`src/hw/rtl/mcpg_pkg.sv`:
```
// ----------------------------------------------------------------------------
// mcpg_pkg: shared definitions for the midpoint circle point generator
// Widths, job kinds and the job descriptor passed from front to back.
// ----------------------------------------------------------------------------
package mcpg_pkg;

  localparam int COORD_BITS  = 12;
  localparam int OUT_BITS    = COORD_BITS + 2;
  localparam int RADIUS_BITS = 11;
  localparam int DEC_BITS    = 16;

  // job queue between front and back, depth a power of two
  localparam int QUEUE_DEPTH = 4;
  localparam int QPTR_BITS   = $clog2(QUEUE_DEPTH);

  // result index within a job, wide enough for the eight of the longest job
  localparam int IDX_BITS    = 3;

  typedef enum logic [2:0] {
    JOB_CENTRE,
    JOB_AXIS,
    JOB_OCT4,
    JOB_OCT8,
    JOB_DONE
  } job_kind_t;

  typedef struct packed {
    job_kind_t              kind;
    logic [COORD_BITS-1:0]  cx;
    logic [COORD_BITS-1:0]  cy;
    logic [RADIUS_BITS-1:0] x;
    logic [RADIUS_BITS-1:0] y;
  } job_t;

endpackage

```
`src/hw/rtl/mcpg_front.sv`:
```
// ----------------------------------------------------------------------------
// mcpg_front: command decoder and circle state
// Accepts items, advances the midpoint state and issues one job per item.
// ----------------------------------------------------------------------------
module mcpg_front (
  input  logic                            clk,
  input  logic                            rst,
  input  logic                            in_valid,
  output logic                            in_ready,
  input  logic                            cmd,
  input  logic [mcpg_pkg::COORD_BITS-1:0] centre_x,
  input  logic [mcpg_pkg::COORD_BITS-1:0] centre_y,
  input  logic [mcpg_pkg::RADIUS_BITS-1:0] radius,
  input  logic                            q_full,
  output logic                            push,
  output mcpg_pkg::job_t                  job
);
  import mcpg_pkg::*;

  logic [RADIUS_BITS-1:0]     cur_x, cur_x_next;
  logic [RADIUS_BITS-1:0]     cur_y, cur_y_next;
  logic signed [DEC_BITS-1:0] decision, decision_next;
  logic [COORD_BITS-1:0]      held_centre_x, held_centre_x_next;
  logic [COORD_BITS-1:0]      held_centre_y, held_centre_y_next;
  logic                       active, active_next;

  logic signed [DEC_BITS-1:0] two_y, two_x;

  assign in_ready = !q_full;
  assign push     = in_valid && in_ready;

  // work out the next circle state and the job for this item
  always_comb begin
    cur_x_next         = cur_x;
    cur_y_next         = cur_y;
    decision_next      = decision;
    held_centre_x_next = held_centre_x;
    held_centre_y_next = held_centre_y;
    active_next        = active;
    two_y              = '0;
    two_x              = '0;
    job.kind           = JOB_DONE;

    if (!cmd) begin
      held_centre_x_next = centre_x;
      held_centre_y_next = centre_y;
      cur_x_next         = radius;
      cur_y_next         = '0;
      decision_next      = DEC_BITS'(1) - DEC_BITS'(radius);
      active_next        = 1'b1;
      job.kind           = (radius == '0) ? JOB_CENTRE : JOB_AXIS;
    end else if (!active || (cur_x <= cur_y)) begin
      active_next = 1'b0;
      job.kind    = JOB_DONE;
    end else begin
      cur_y_next = cur_y + 1'b1;
      two_y      = DEC_BITS'({cur_y_next, 1'b0});
      if (decision <= 0) begin
        decision_next = decision + two_y + DEC_BITS'(1);
      end else begin
        cur_x_next    = cur_x - 1'b1;
        two_x         = DEC_BITS'({cur_x_next, 1'b0});
        decision_next = decision + two_y - two_x + DEC_BITS'(1);
      end
      if (cur_x_next < cur_y_next) begin
        active_next = 1'b0;
        job.kind    = JOB_DONE;
      end else begin
        job.kind = (cur_x_next == cur_y_next) ? JOB_OCT4 : JOB_OCT8;
      end
    end

    job.cx = held_centre_x_next;
    job.cy = held_centre_y_next;
    job.x  = cur_x_next;
    job.y  = cur_y_next;
  end

  // hold the state, advance it on each accepted item
  always_ff @(posedge clk) begin
    if (rst) begin
      cur_x         <= '0;
      cur_y         <= '0;
      decision      <= '0;
      held_centre_x <= '0;
      held_centre_y <= '0;
      active        <= 1'b0;
    end else if (push) begin
      cur_x         <= cur_x_next;
      cur_y         <= cur_y_next;
      decision      <= decision_next;
      held_centre_x <= held_centre_x_next;
      held_centre_y <= held_centre_y_next;
      active        <= active_next;
    end
  end

endmodule

```
`src/hw/rtl/mcpg_queue.sv`:
```
// ----------------------------------------------------------------------------
// mcpg_queue: job queue
// Small first-in first-out buffer of job descriptors between front and back.
// ----------------------------------------------------------------------------
module mcpg_queue (
  input  logic           clk,
  input  logic           rst,
  input  logic           push,
  input  mcpg_pkg::job_t push_job,
  input  logic           pop,
  output logic           full,
  output logic           head_valid,
  output mcpg_pkg::job_t head
);
  import mcpg_pkg::*;

  job_t                 entries [QUEUE_DEPTH];
  logic [QPTR_BITS-1:0] wr_ptr;
  logic [QPTR_BITS-1:0] rd_ptr;
  logic [QPTR_BITS:0]   count;

  assign full       = (count == (QPTR_BITS+1)'(QUEUE_DEPTH));
  assign head_valid = (count != '0);
  assign head       = entries[rd_ptr];

  // store the pushed job
  always_ff @(posedge clk) begin
    if (push) begin
      entries[wr_ptr] <= push_job;
    end
  end

  // advance pointers and fill count
  always_ff @(posedge clk) begin
    if (rst) begin
      wr_ptr <= '0;
      rd_ptr <= '0;
      count  <= '0;
    end else begin
      if (push) begin
        wr_ptr <= wr_ptr + 1'b1;
      end
      if (pop) begin
        rd_ptr <= rd_ptr + 1'b1;
      end
      unique case ({push, pop})
        2'b10:   count <= count + 1'b1;
        2'b01:   count <= count - 1'b1;
        default: count <= count;
      endcase
    end
  end

endmodule

```
`src/hw/rtl/mcpg_back.sv`:
```
// ----------------------------------------------------------------------------
// mcpg_back: point expander
// Turns the job at the queue head into its results, one per cycle while the receiver takes them.
// ----------------------------------------------------------------------------
module mcpg_back (
  input  logic                                clk,
  input  logic                                rst,
  input  logic                                head_valid,
  input  mcpg_pkg::job_t                      head,
  output logic                                pop,
  output logic                                out_valid,
  input  logic                                out_ready,
  output logic signed [mcpg_pkg::OUT_BITS-1:0] point_x,
  output logic signed [mcpg_pkg::OUT_BITS-1:0] point_y,
  output logic                                point_valid,
  output logic                                last_of_run,
  output logic                                circle_done
);
  import mcpg_pkg::*;

  logic [IDX_BITS-1:0]    idx;
  logic                   load;
  logic                   last;
  logic                   pv;
  logic                   done;
  logic [RADIUS_BITS-1:0] mag_a, mag_b;
  logic                   neg_a, neg_b;
  logic                   zero_a, zero_b;
  logic [OUT_BITS-1:0]    off_x, off_y;
  logic [OUT_BITS-1:0]    sum_x, sum_y;

  function automatic logic [OUT_BITS-1:0] offset(input logic [RADIUS_BITS-1:0] m,
                                                 input logic neg, input logic zero);
    logic [OUT_BITS-1:0] ext;
    ext = zero ? '0 : OUT_BITS'(m);
    return neg ? (~ext + 1'b1) : ext;
  endfunction

  assign load = head_valid && (!out_valid || out_ready);
  assign pop  = load && last;

  // pick the offset pair for the current result of the head job
  always_comb begin
    mag_a  = head.x;
    mag_b  = head.y;
    neg_a  = 1'b0;
    neg_b  = 1'b0;
    zero_a = 1'b0;
    zero_b = 1'b0;
    pv     = 1'b1;
    done   = 1'b0;
    last   = 1'b0;
    unique case (head.kind)
      JOB_CENTRE: begin
        zero_a = 1'b1;
        zero_b = 1'b1;
        last   = 1'b1;
      end
      JOB_AXIS: begin
        mag_a  = head.x;
        mag_b  = head.x;
        zero_a = idx[1];
        zero_b = !idx[1];
        neg_a  = idx[0];
        neg_b  = idx[0];
        last   = (idx[1:0] == 2'd3);
      end
      JOB_OCT4, JOB_OCT8: begin
        mag_a = idx[2] ? head.y : head.x;
        mag_b = idx[2] ? head.x : head.y;
        neg_a = idx[0];
        neg_b = idx[1];
        last  = (head.kind == JOB_OCT4) ? (idx == IDX_BITS'(3)) : (idx == IDX_BITS'(7));
      end
      JOB_DONE: begin
        pv   = 1'b0;
        done = 1'b1;
        last = 1'b1;
      end
      default: begin
        pv   = 1'b0;
        last = 1'b1;
      end
    endcase
    off_x = offset(mag_a, neg_a, zero_a);
    off_y = offset(mag_b, neg_b, zero_b);
    sum_x = pv ? (OUT_BITS'(head.cx) + off_x) : '0;
    sum_y = pv ? (OUT_BITS'(head.cy) + off_y) : '0;
  end

  // step through the head job
  always_ff @(posedge clk) begin
    if (rst) begin
      idx <= '0;
    end else if (load) begin
      idx <= last ? '0 : idx + 1'b1;
    end
  end

  // hold the output register until taken
  always_ff @(posedge clk) begin
    if (rst) begin
      out_valid <= 1'b0;
    end else if (load) begin
      out_valid <= 1'b1;
    end else if (out_ready) begin
      out_valid <= 1'b0;
    end
  end

  always_ff @(posedge clk) begin
    if (load) begin
      point_x     <= $signed(sum_x);
      point_y     <= $signed(sum_y);
      point_valid <= pv;
      last_of_run <= last;
      circle_done <= done;
    end
  end

  // a done result carries no pixel and closes its run
  a_done_last: assert property (@(posedge clk) disable iff (rst)
    out_valid && circle_done |-> last_of_run && !point_valid)
    else $error("done result without last or with pixel");

  // a job being expanded stays at the queue head
  a_idx_head: assert property (@(posedge clk) disable iff (rst)
    idx != '0 |-> head_valid)
    else $error("job left the queue mid-expansion");

  // a load that does not finish the job advances the index by one
  a_idx_step: assert property (@(posedge clk) disable iff (rst)
    load && !last |=> idx == $past(idx) + 1'b1)
    else $error("result index skipped");

  // a finished job restarts the index
  a_idx_wrap: assert property (@(posedge clk) disable iff (rst)
    pop |=> idx == '0)
    else $error("result index not cleared after job");

endmodule

```
`src/hw/rtl/midpoint_circle_point_generator_unit.sv`:
```
// ----------------------------------------------------------------------------
// midpoint_circle_point_generator_unit: midpoint circle rasteriser
// Start and step items in, one pixel result per cycle out while the receiver is ready.
// ----------------------------------------------------------------------------
// Usage
//   Input channel (in_valid/in_ready): cmd 0 starts a circle from centre_x,
//   centre_y and radius; cmd 1 advances one step of the midpoint loop.
//   Output channel (out_valid/out_ready): one result per handshake, with
//   last_of_run marking the final result of each item.
//   A start gives four results (one for radius 0); a step gives eight, four
//   on the diagonal, or one done result once the circle is complete.
//   An accepted item's job is written into the job queue; its first result
//   is then registered at the output, if the queue was empty and the output
//   register is free. The result channel emits one result per cycle while
//   the receiver is ready, so a full step occupies it for its eight results;
//   the front takes one item per cycle while the four-entry queue has room.
//   When the receiver stalls the output register holds its result, the
//   queue fills and in_ready drops once four jobs are waiting.
//   Reset (rst, synchronous) empties the queue and output register and
//   clears the circle state: a step before any start reports done.
// ----------------------------------------------------------------------------
module midpoint_circle_point_generator_unit (
  input  logic                                 clk,
  input  logic                                 rst,
  input  logic                                 in_valid,
  output logic                                 in_ready,
  input  logic                                 cmd,
  input  logic [mcpg_pkg::COORD_BITS-1:0]      centre_x,
  input  logic [mcpg_pkg::COORD_BITS-1:0]      centre_y,
  input  logic [mcpg_pkg::RADIUS_BITS-1:0]     radius,
  output logic                                 out_valid,
  input  logic                                 out_ready,
  output logic signed [mcpg_pkg::OUT_BITS-1:0] point_x,
  output logic signed [mcpg_pkg::OUT_BITS-1:0] point_y,
  output logic                                 point_valid,
  output logic                                 last_of_run,
  output logic                                 circle_done
);
  import mcpg_pkg::*;

  logic q_full;
  logic push;
  logic pop;
  logic head_valid;
  job_t push_job;
  job_t head;

  mcpg_front u_front (
    .clk      (clk),
    .rst      (rst),
    .in_valid (in_valid),
    .in_ready (in_ready),
    .cmd      (cmd),
    .centre_x (centre_x),
    .centre_y (centre_y),
    .radius   (radius),
    .q_full   (q_full),
    .push     (push),
    .job      (push_job)
  );

  mcpg_queue u_queue (
    .clk        (clk),
    .rst        (rst),
    .push       (push),
    .push_job   (push_job),
    .pop        (pop),
    .full       (q_full),
    .head_valid (head_valid),
    .head       (head)
  );

  mcpg_back u_back (
    .clk         (clk),
    .rst         (rst),
    .head_valid  (head_valid),
    .head        (head),
    .pop         (pop),
    .out_valid   (out_valid),
    .out_ready   (out_ready),
    .point_x     (point_x),
    .point_y     (point_y),
    .point_valid (point_valid),
    .last_of_run (last_of_run),
    .circle_done (circle_done)
  );

endmodule

```
`config.mk`:
```
export PLATFORM = sky130hd
export DESIGN_NAME = midpoint_circle_point_generator_unit
export DESIGN_NICKNAME = d
export VERILOG_FILES = /design/src/hw/rtl/mcpg_pkg.sv /design/src/hw/rtl/mcpg_front.sv /design/src/hw/rtl/mcpg_queue.sv /design/src/hw/rtl/mcpg_back.sv /design/src/hw/rtl/midpoint_circle_point_generator_unit.sv
export SDC_FILE = /design/constraint.sdc
export NUM_CORES = 1
export LEC_CHECK = 0
export ABC_AREA = 1
export BUFFER_PORTS_ARGS = -buffer_cell sky130_fd_sc_hd__buf_2
export CORE_MARGIN = 8
export CORE_UTILIZATION = 25
export CTS_CLUSTER_SIZE = 12
export DETAILED_ROUTE_END_ITERATION = 7
export GPL_TIMING_DRIVEN = 0
export PLACE_DENSITY = 0.49
export SLEW_MARGIN = 20
export SYNTH_ARGS = -nofsm -noshare
export SYNTH_HDL_FRONTEND = slang
export SYNTH_SLANG_ARGS = --single-unit
```
`constraint.sdc`:
```
create_clock -name clk -period 5.1 [get_ports clk]
set_input_delay 1.275 -clock clk [delete_from_list [all_inputs] [get_ports clk]]
set_output_delay 1.275 -clock clk [all_outputs]
set_load 0.01 [all_outputs]
```
==> results_dict.tcl, run 1 <==
set metrics [dict create \
    outcome "finished clean" \
    crit_arrival_ps 5150 \
    setup_viol_count_final 0 \
    min_from "u_front.held_centre_y[5]" \
    cpMostUsedCell "nand2_1" \
    place_ws_ps 272 \
    drive_above_1_share 0.111 \
    max_slew.worst_pin.slew_ps 975 \
    most-common-layout-cells "nand2_1, inv_1, edfxtp_1" \
    final_util 0.296 \
    clkSinkCount 303 \
    cp_max_fo 6 \
    ys_ff_latch 303 \
    die_area_mm2 0.0789 \
    ys_warn_count 0 \
    netlist_area_mm2 0.0175 \
    hold_end "u_front.held_centre_y[5]" \
    reg2reg_depth 25 \
    yosysTopAreaCell "edfxtp_1" \
    start_util 0.251 \
    switching_share 0.443 \
    via_per_inst 4.64 \
    chipWidth_um 281 \
    cts_max_level 2 \
    worstReg2RegEnd "u_front.decision[14]" \
    syn_nets 2209 \
    hold_viol 0 \
    grt_pass1_wl_um 84200 \
    grt.total_usage 0.137 \
    pwr-share-clk 0.209 \
    drt-initial-drc-count 1024 \
    final_common_cell "nand2_1" \
    port_buffers 72 \
    syn_avg_cell_area_um2 8.50 \
    grt_overflow 0 \
    maxClockFrequency_mhz 213 \
    finalMaxSlewViolations 0 \
    synth_area_leaders "edfxtp_1, nand2_1, dfxtp_1" \
    n_antenna_cell 0 \
    drc 0 \
    cpPeakStageDelay_ps 420 \
    num_rows 97 \
    slowest_stage "ha_2" \
    ir_worst_vdd_mv 0.278 \
    grt_max_degree 24 \
    clk_path_buf_depth 3 \
    ff2ff_setup_slack_ps 420 \
    yosysSeqAreaShare 0.475 \
    power_density_mw_per_mm2 638 \
    synth-simple-area-share 0.196 \
    timing.final.crit_period_ps 4680 \
    maxCapViolations 0 \
    core_area_mm2 0.0698 \
    drtAntennaViolNets 0 \
    synthMuxAreaShare 0 \
    cts_root_buffer "clkbuf_16" \
    path_clk_slew_ps 60 \
    skew_ps 15.2 \
    die_y_um 281 \
    leakage_nw 8.58 \
    power.net_switching_mw 5.83 \
    r2r-start "u_front.cur_y[0]" \
    p_int_mw 7.33 \
    synth.distinct_cells 58 \
    path_class "reg -> reg" \
    detail_route.wl_per_cell_um 17.5 \
    synth-compound-area-share 0.154 \
    antenna_found_initial 1 \
    num_io_pins 73 \
    setup_slack_ps 416 \
    clock_latency_ps 540 \
    cp.required_ps 5560 \
    wirelength_um 55200 \
    place_congestion 0.868 \
    rsz0062_at_grt "false" \
    hold_class "reg -> reg" \
    layout.nets 2331 \
    synthXorXnorAreaFrac 0.0230 \
    firstDrtPassIters 5 \
    start_kind "register" \
    synthToLayoutAreaGrowth_pct 17.6 \
    synth_cells 2065 \
    cts_tree "yes" \
    synth_fa_ha_area_frac 0.0763 \
    cts_hold_buf 0 \
    synth_top_area_frac 0.389 \
    combPwrFrac 0.526 \
    max_slew_margin 0.343 \
    crit_path_end_kind "register" \
    post-route-period-util 0.918 \
    dp.final_hpwl_um 42100 \
    numCtsBuffers 37 \
    synth_top_family_by_area "simple AND/OR/NAND/NOR gates" \
    hold_depth 2 \
    seqPwrFrac 0.265 \
    first_global_vias 14200 \
    via_count 14600 \
]
==> metal layers <==
layer  GRT usage  up-vias  part of all wire
li1            -     7278                 -
met1       0.186     6991              0.47
met2       0.228      296              0.47
met3      0.0183       72             0.040
met4      0.0340        0             0.023
met5           0        -                 0
==> power by group through the flow <==
stage / sequential [mW] / clock (mW) / combinational (mW)
6_report: 3.49 / 2.75 / 6.93
5_1_grt: 3.54 / 2.91 / 7.88
4_1_cts: 3.50 / 2.82 / 6.96
3_5_place_dp: 3.55 / 0 / 6.92
3_3_place_gp: 3.59 / 0 / 6.75
2_1_floorplan: 3.59 / 0 / 4.76
==> cell usage after synthesis (all sizes together) <==
| library cell | number |
|---|---|
| o311ai | 1 |
| nand3 | 100 |
| nor2 | 180 |
| o21ai | 236 |
| o21a | 6 |
| fa | 5 |
| a21o | 3 |
| xnor2 | 9 |
| buf | 28 |
| a32oi | 1 |
| a21oi | 173 |
| clkbuf | 49 |
| or2 | 6 |
| nand2 | 456 |
| and2 | 3 |
| a22o | 6 |
| o2111ai | 3 |
| xor2 | 37 |
| nand4 | 22 |
| dfxtp | 76 |
| a32o | 10 |
| or3 | 7 |
| inv | 247 |
| o221ai | 1 |
| clkinv | 2 |
| ha | 99 |
| nand3b | 3 |
| o21bai | 5 |
| nor3 | 14 |
| o31ai | 3 |
| nor4 | 4 |
| a211oi | 3 |
| a21boi | 1 |
| a31oi | 5 |
| o211ai | 2 |
| o41ai | 2 |
| o22ai | 27 |
| o22a | 3 |
| edfxtp | 227 |
==> registers in the layout, indices dropped and copies added, names as in the netlist, named ones only <==
signal / count
u_queue.count: 3
u_queue.rd_ptr: 2
u_back.out_valid: 1
u_back.last_of_run: 1
u_front.held_centre_y: 12
u_back.idx: 3
u_front.cur_y: 11
u_front.active: 1
u_back.point_valid: 1
u_queue.entries: 196
u_front.held_centre_x: 12
u_back.point_x: 14
u_back.circle_done: 1
u_queue.wr_ptr: 2
u_back.point_y: 14
u_front.cur_x: 11
u_front.decision: 16
==> timing repair <==
action                                  in CTS  in global routing
setup buffers                                0                  2
endpoints found under the setup margin       0                  4
resized for setup                            0                  9
==> how the worst max path moves through the flow <==
stage / start / to / slack, ps / cells after the start
after floorplan: out_ready / u_queue.count[2] / 500 / 11
after global placement: in_valid / u_queue.entries[0][46] / -1470 / 4
after detailed placement: u_front.cur_y[0] / u_front.decision[12] / 270 / 25
after CTS: u_front.cur_y[0] / u_front.decision[12] / 230 / 25
after global routing: u_front.cur_y[0] / u_front.decision[14] / 10 / 25
final: u_front.cur_y[0] / u_front.decision[14] / 420 / 25
==> stage by stage <==
step | std cells | TNS (ps) | hold WS (ps) | cell area (um^2) | total power, mW
2_1_floorplan | 2065 | 0 | 425 | 17500 | 8.36
3_3_place_gp | 3077 | -281830 | 434 | 19100 | 10.3
3_5_place_dp | 3086 | 0 | 442 | 19300 | 10.5
4_1_cts | 3152 | 0 | 448 | 20600 | 13.3
5_1_grt | 3154 | 0 | 469 | 20600 | 14.3
6_report | 3154 | 0 | 446 | 20600 | 13.2
==> critical path, delay by kind of cell, from the launching register on <==
kind	cells	cell delay (ps)
flip-flops	1	400
AO/OA/AOI/OAI	6	760
adder cells (fa/ha/maj)	3	1050
XOR/XNOR	1	280
buffers and inverters	2	330
AND/OR/NAND/NOR	13	1750
==> cell type report <==
class                           instances  area (um^2)
Buffer                                 77          383
Clock buffer                           48         1010
Clock inverter                         18          255
Fill cell                            7456        49200
Inverter                              249          938
Multi-Input combinational cell       1436         7960
Sequential cell                       303         8340
Tap cell                              940         1180
Timing Repair Buffer                   83          571
==> kinds of logic after synthesis <==
logic type | Yosys count
fa+ha+maj | 104
compound gates | 491
flops | 303
simple gates | 795
xor+xnor | 46
buf+inv | 326
Note: power is estimated with default switching activity, not from simulation.
==> run 2: changes to the inputs <==
--- a/config.mk
+++ b/config.mk
@@ -7,6 +7,7 @@
 export LEC_CHECK = 0
 export ABC_AREA = 1
 export BUFFER_PORTS_ARGS = -buffer_cell sky130_fd_sc_hd__buf_2
+export CORE_ASPECT_RATIO = 1.5
 export CORE_MARGIN = 8
 export CORE_UTILIZATION = 25
 export CTS_CLUSTER_SIZE = 12
==> results_dict.tcl, run 2 (synthesized netlist as in run 1, its figures left out) <==
set metrics [dict create \
    clkSinkCount 303 \
    leakage_nw 8.46 \
    reg_top3 "u_queue.entries: 196 flops, u_front.decision: 16 flops" \
    maxCapViolations 0 \
    num_rows 119 \
    cts_max_level 1 \
    most-common-layout-cells "nand2_1, inv_1, edfxtp_1" \
    final_common_cell "nand2_1" \
    crit_path_end_kind "register" \
    clock_latency_ps 580 \
    first_global_vias 14800 \
    chipWidth_um 232 \
    start_kind "register" \
    wirelength_um 56000 \
    place_congestion 0.903 \
    port_buffers 72 \
    reg2reg_depth 24 \
    finalMaxSlewViolations 0 \
    max_slew_margin 0.447 \
    hold_depth 2 \
    top_register "u_queue.entries" \
    die_area_mm2 0.0791 \
    start_util 0.251 \
    path_clk_slew_ps 60 \
    core_area_mm2 0.0698 \
    finalNonFillerCells 3113 \
    drc 0 \
    max_slew.worst_pin.slew_ps 829 \
    post-route-period-util 0.908 \
    hold_class "reg -> reg" \
    setup_slack_ps 468 \
    path_class "reg -> reg" \
    cts_tree "yes" \
    dp_cells 3054 \
    cts_hold_buf 0 \
    drt-initial-drc-count 723 \
    cts_root_buffer "clkbuf_16" \
    synthToLayoutAreaGrowth_pct 15.9 \
    detail_route.wl_per_cell_um 18.0 \
    timing.final.crit_period_ps 4630 \
    grt_overflow 0 \
    largest_register_ffs 196 \
    crit_arrival_ps 5140 \
    skew_ps 13.3 \
    numCtsBuffers 31 \
    place_area_mm2 0.0193 \
    via_count 14600 \
    setup_viol_count_final 0 \
    drtAntennaViolNets 0 \
    ff2ff_setup_slack_ps 470 \
    layout.nets 2325 \
    via_per_inst 4.68 \
    power_density_mw_per_mm2 622 \
    ir_worst_vdd_mv 0.358 \
    place_ws_ps 119 \
    grt_max_degree 24 \
    num_io_pins 73 \
    fin_area_mm2 0.0203 \
    firstDrtPassIters 5 \
    drive_above_1_share 0.106 \
    n_antenna_cell 0 \
    cp_max_fo 7 \
    die_y_um 340 \
    dp.final_hpwl_um 44000 \
    maxClockFrequency_mhz 216 \
    hold_viol 0 \
    grt_pass1_wl_um 86100 \
    cp.required_ps 5610 \
    antenna_found_initial 0 \
    clk_path_buf_depth 3 \
    outcome "finished clean" \
    grt.total_usage 0.139 \
]
-- run 2: final timing paths --
check / from / to
worst max-delay path: u_front.cur_y[0] / u_front.decision[12]
worst min-delay path: u_front.held_centre_y[1] / u_front.held_centre_y[1]
worst max register to register: u_front.cur_y[0] / u_front.decision[12]
worst min register to register: u_front.held_centre_y[1] / u_front.held_centre_y[1]
-- run 2: metal layers --
metal	vias to the layer above	track usage	wire [um]
met1	6966	0.148	21300
li1	7245	-	-
met4	0	0.0560	2270
met2	277	0.272	30700
met5	-	0	0
met3	92	0.0119	1800
-- run 2: metrics by stage --
stage          setup TNS [ps]  hold WS [ps]  utilization  power, mW
2_1_floorplan               0           425            -       8.36
3_3_place_gp          -313570           434        0.273       10.3
3_5_place_dp                0           441        0.277       10.5
4_1_cts                     0           449        0.291       12.7
5_1_grt                 -35.0           465        0.291       13.8
6_report                    0           446        0.291       12.6
-- run 2: final cells by class --
type                       instances  area (um^2)
fill                            7404        49500
timing repair buffer              83          621
clock inverter                     9          100
tap                              907         1130
clock buffer                      49          853
buffer                            77          383
multi-input combinational       1436         7970
sequential                       303         8340
inverter                         249          938
-- run 2: power breakdown --
part	switching, mW	internal (mW)
clock	0.949	1.24
sequential	0.180	3.31
combinational	4.62	2.33
-- run 2: what timing repair did --
item | CTS | global route
endpoints found under the setup margin | 0 | 5
setup buffers | 0 | 1
gates resized for setup | 0 | 13
-- run 2: critical path: stages (launching register included) --
cell and delay, ps:
dfxtp_1 400, inv_1 170, nor3_4 260, nand3_1 150, xor2_1 460, ha_1 390, nand2_1 90, nand2_1 90
a21oi_1 200, nand2_1 130, nand2_1 90, nand2_2 120, ha_1 310, ha_1 360, nand2_1 130, nor2_4 170
nand3_1 90, nand3_1 130, inv_1 70, o21ai_0 210, xor2_1 180, nand2_1 70, nand2_1 90, nand2_1 50
a21oi_1 140
==> run 3: changes to the inputs <==
--- a/config.mk
+++ b/config.mk
@@ -9,11 +9,11 @@
 export BUFFER_PORTS_ARGS = -buffer_cell sky130_fd_sc_hd__buf_2
 export CORE_ASPECT_RATIO = 1.5
 export CORE_MARGIN = 8
-export CORE_UTILIZATION = 25
+export CORE_UTILIZATION = 39
 export CTS_CLUSTER_SIZE = 12
 export DETAILED_ROUTE_END_ITERATION = 7
 export GPL_TIMING_DRIVEN = 0
-export PLACE_DENSITY = 0.49
+export PLACE_DENSITY = 0.65
 export SLEW_MARGIN = 20
 export SYNTH_ARGS = -nofsm -noshare
 export SYNTH_HDL_FRONTEND = slang
==> results_dict.tcl, run 3 (synthesized netlist as in run 1, its figures left out) <==
set metrics [dict create \
    largest_register_ffs 196 \
    place_congestion 0.975 \
    clock_latency_ps 570 \
    most-common-layout-cells "nand2_1, inv_1, edfxtp_1" \
    cpPeakStageDelay_ps 400 \
    crit_arrival_ps 5200 \
    numCtsBuffers 30 \
    timing.final.crit_period_ps 4710 \
    drive_above_1_share 0.102 \
    cts_root_buffer "clkbuf_16" \
    clkSinkCount 303 \
    drc 0 \
    antenna_found_initial 0 \
    chipWidth_um 189 \
    dp.final_hpwl_um 40000 \
    die_y_um 276 \
    wirelength_um 51600 \
    path_delay_family "simple AND/OR/NAND/NOR gates" \
    cts_tree "yes" \
    num_rows 95 \
    power_density_mw_per_mm2 627 \
    firstDrtPassIters 6 \
    post-route-period-util 0.923 \
    drtAntennaViolNets 0 \
    first_global_vias 14600 \
    rsz0062_at_grt "false" \
    slowest_stage "dfxtp_1" \
    num_io_pins 73 \
    outcome "finished clean" \
    finalNonFillerCells 2784 \
    cp.required_ps 5590 \
    max_slew_margin 0.382 \
    detail_route.wl_per_cell_um 18.5 \
    synthToLayoutAreaGrowth_pct 13.1 \
    path_clk_slew_ps 70 \
    n_antenna_cell 0 \
    setup_viol_count_final 0 \
    hold_class "reg -> reg" \
    cp_max_fo 5 \
    start_util 0.394 \
    port_buffers 72 \
    via_per_inst 5.33 \
    ir_worst_vdd_mv 0.434 \
    layout.nets 2322 \
    skew_ps 18.8 \
    grt_overflow 0 \
    leakage_nw 8.41 \
    finalMaxSlewViolations 0 \
    core_area_mm2 0.0446 \
    grt_max_degree 26 \
    maxClockFrequency_mhz 212 \
    via_count 14800 \
    grt_pass1_wl_um 79600 \
    grt.total_usage 0.193 \
    total_power_mw 12.4 \
    critPathBufInv 4 \
    die_area_mm2 0.0522 \
    reg_top3 "u_queue.entries: 196 flops, u_front.decision: 16 flops" \
    crit_path_end_kind "register" \
    cts_max_level 1 \
    cts_hold_buf 0 \
    clk_path_buf_depth 3 \
    dp_cells 2728 \
    start_kind "register" \
    cpMostUsedCell "nand2_1" \
    path_class "reg -> reg" \
    maxCapViolations 0 \
    top_register "u_queue.entries" \
    max_slew.worst_pin.slew_ps 917 \
    hold_viol 0 \
    final_common_cell "nand2_1" \
    drt-initial-drc-count 998 \
]
[run 3: path summary, 6_finish.rpt]
kind                                                from                        to  slack [ps]  cells after the start
worst max-delay path                    u_front.cur_y[0]      u_front.decision[13]         390                     27
worst min-delay path            u_front.held_centre_x[5]  u_front.held_centre_x[5]         450                      2
worst max register to register          u_front.cur_y[0]      u_front.decision[13]         390                     27
worst min register to register  u_front.held_centre_x[5]  u_front.held_centre_x[5]         450                      2
[run 3: cell type report]
class	count	area, um^2
multi-input cells	1436	7950
clock inverters	5	48.8
flip-flops and latches	303	8340
repair buffers	81	578
clock buffers	51	875
fillers	4369	24700
well taps	582	728
inverters	249	938
plain buffers	77	383
[run 3: where the power goes]
group	switching, mW	internal (mW)
clock	0.918	1.21
sequential	0.174	3.31
combinational	4.52	2.31
total	5.61	6.83
[run 3: worst min-delay path: cells and delay by family (launching register included)]
family,cells,cell delay [ps]
AO/OA/AOI/OAI,1,50
buffers and inverters,1,50
flip-flops,1,300
[run 3: per-layer routing]
layer,global-route usage,vias to the layer above,routed length (um)
li1,-,7252,-
met3,0.0215,126,2510
met2,0.364,459,27000
met1,0.209,6989,19400
met5,0,-,0
met4,0.101,0,2680
[run 3: timing repair]
action / 4_1_cts / 5_1_grt
setup endpoints to repair: 0 / 3
resized for setup: 0 / 7
buffers inserted: 0 / 0
[run 3: through the flow]
| stage | TNS [ps] | instance area, um^2 | setup slack [ps] | hold WS (ps) | util |
|---|---|---|---|---|---|
| 2_1_floorplan | 0 | 17500 | 504 | 425 | - |
| 3_3_place_gp | -236890 | 18600 | -1240 | 433 | 0.418 |
| 3_5_place_dp | 0 | 18900 | 284 | 443 | 0.424 |
| 4_1_cts | 0 | 19800 | 265 | 453 | 0.445 |
| 5_1_grt | 0 | 19800 | 11.7 | 466 | 0.445 |
| 6_report | 0 | 19800 | 392 | 451 | 0.445 |
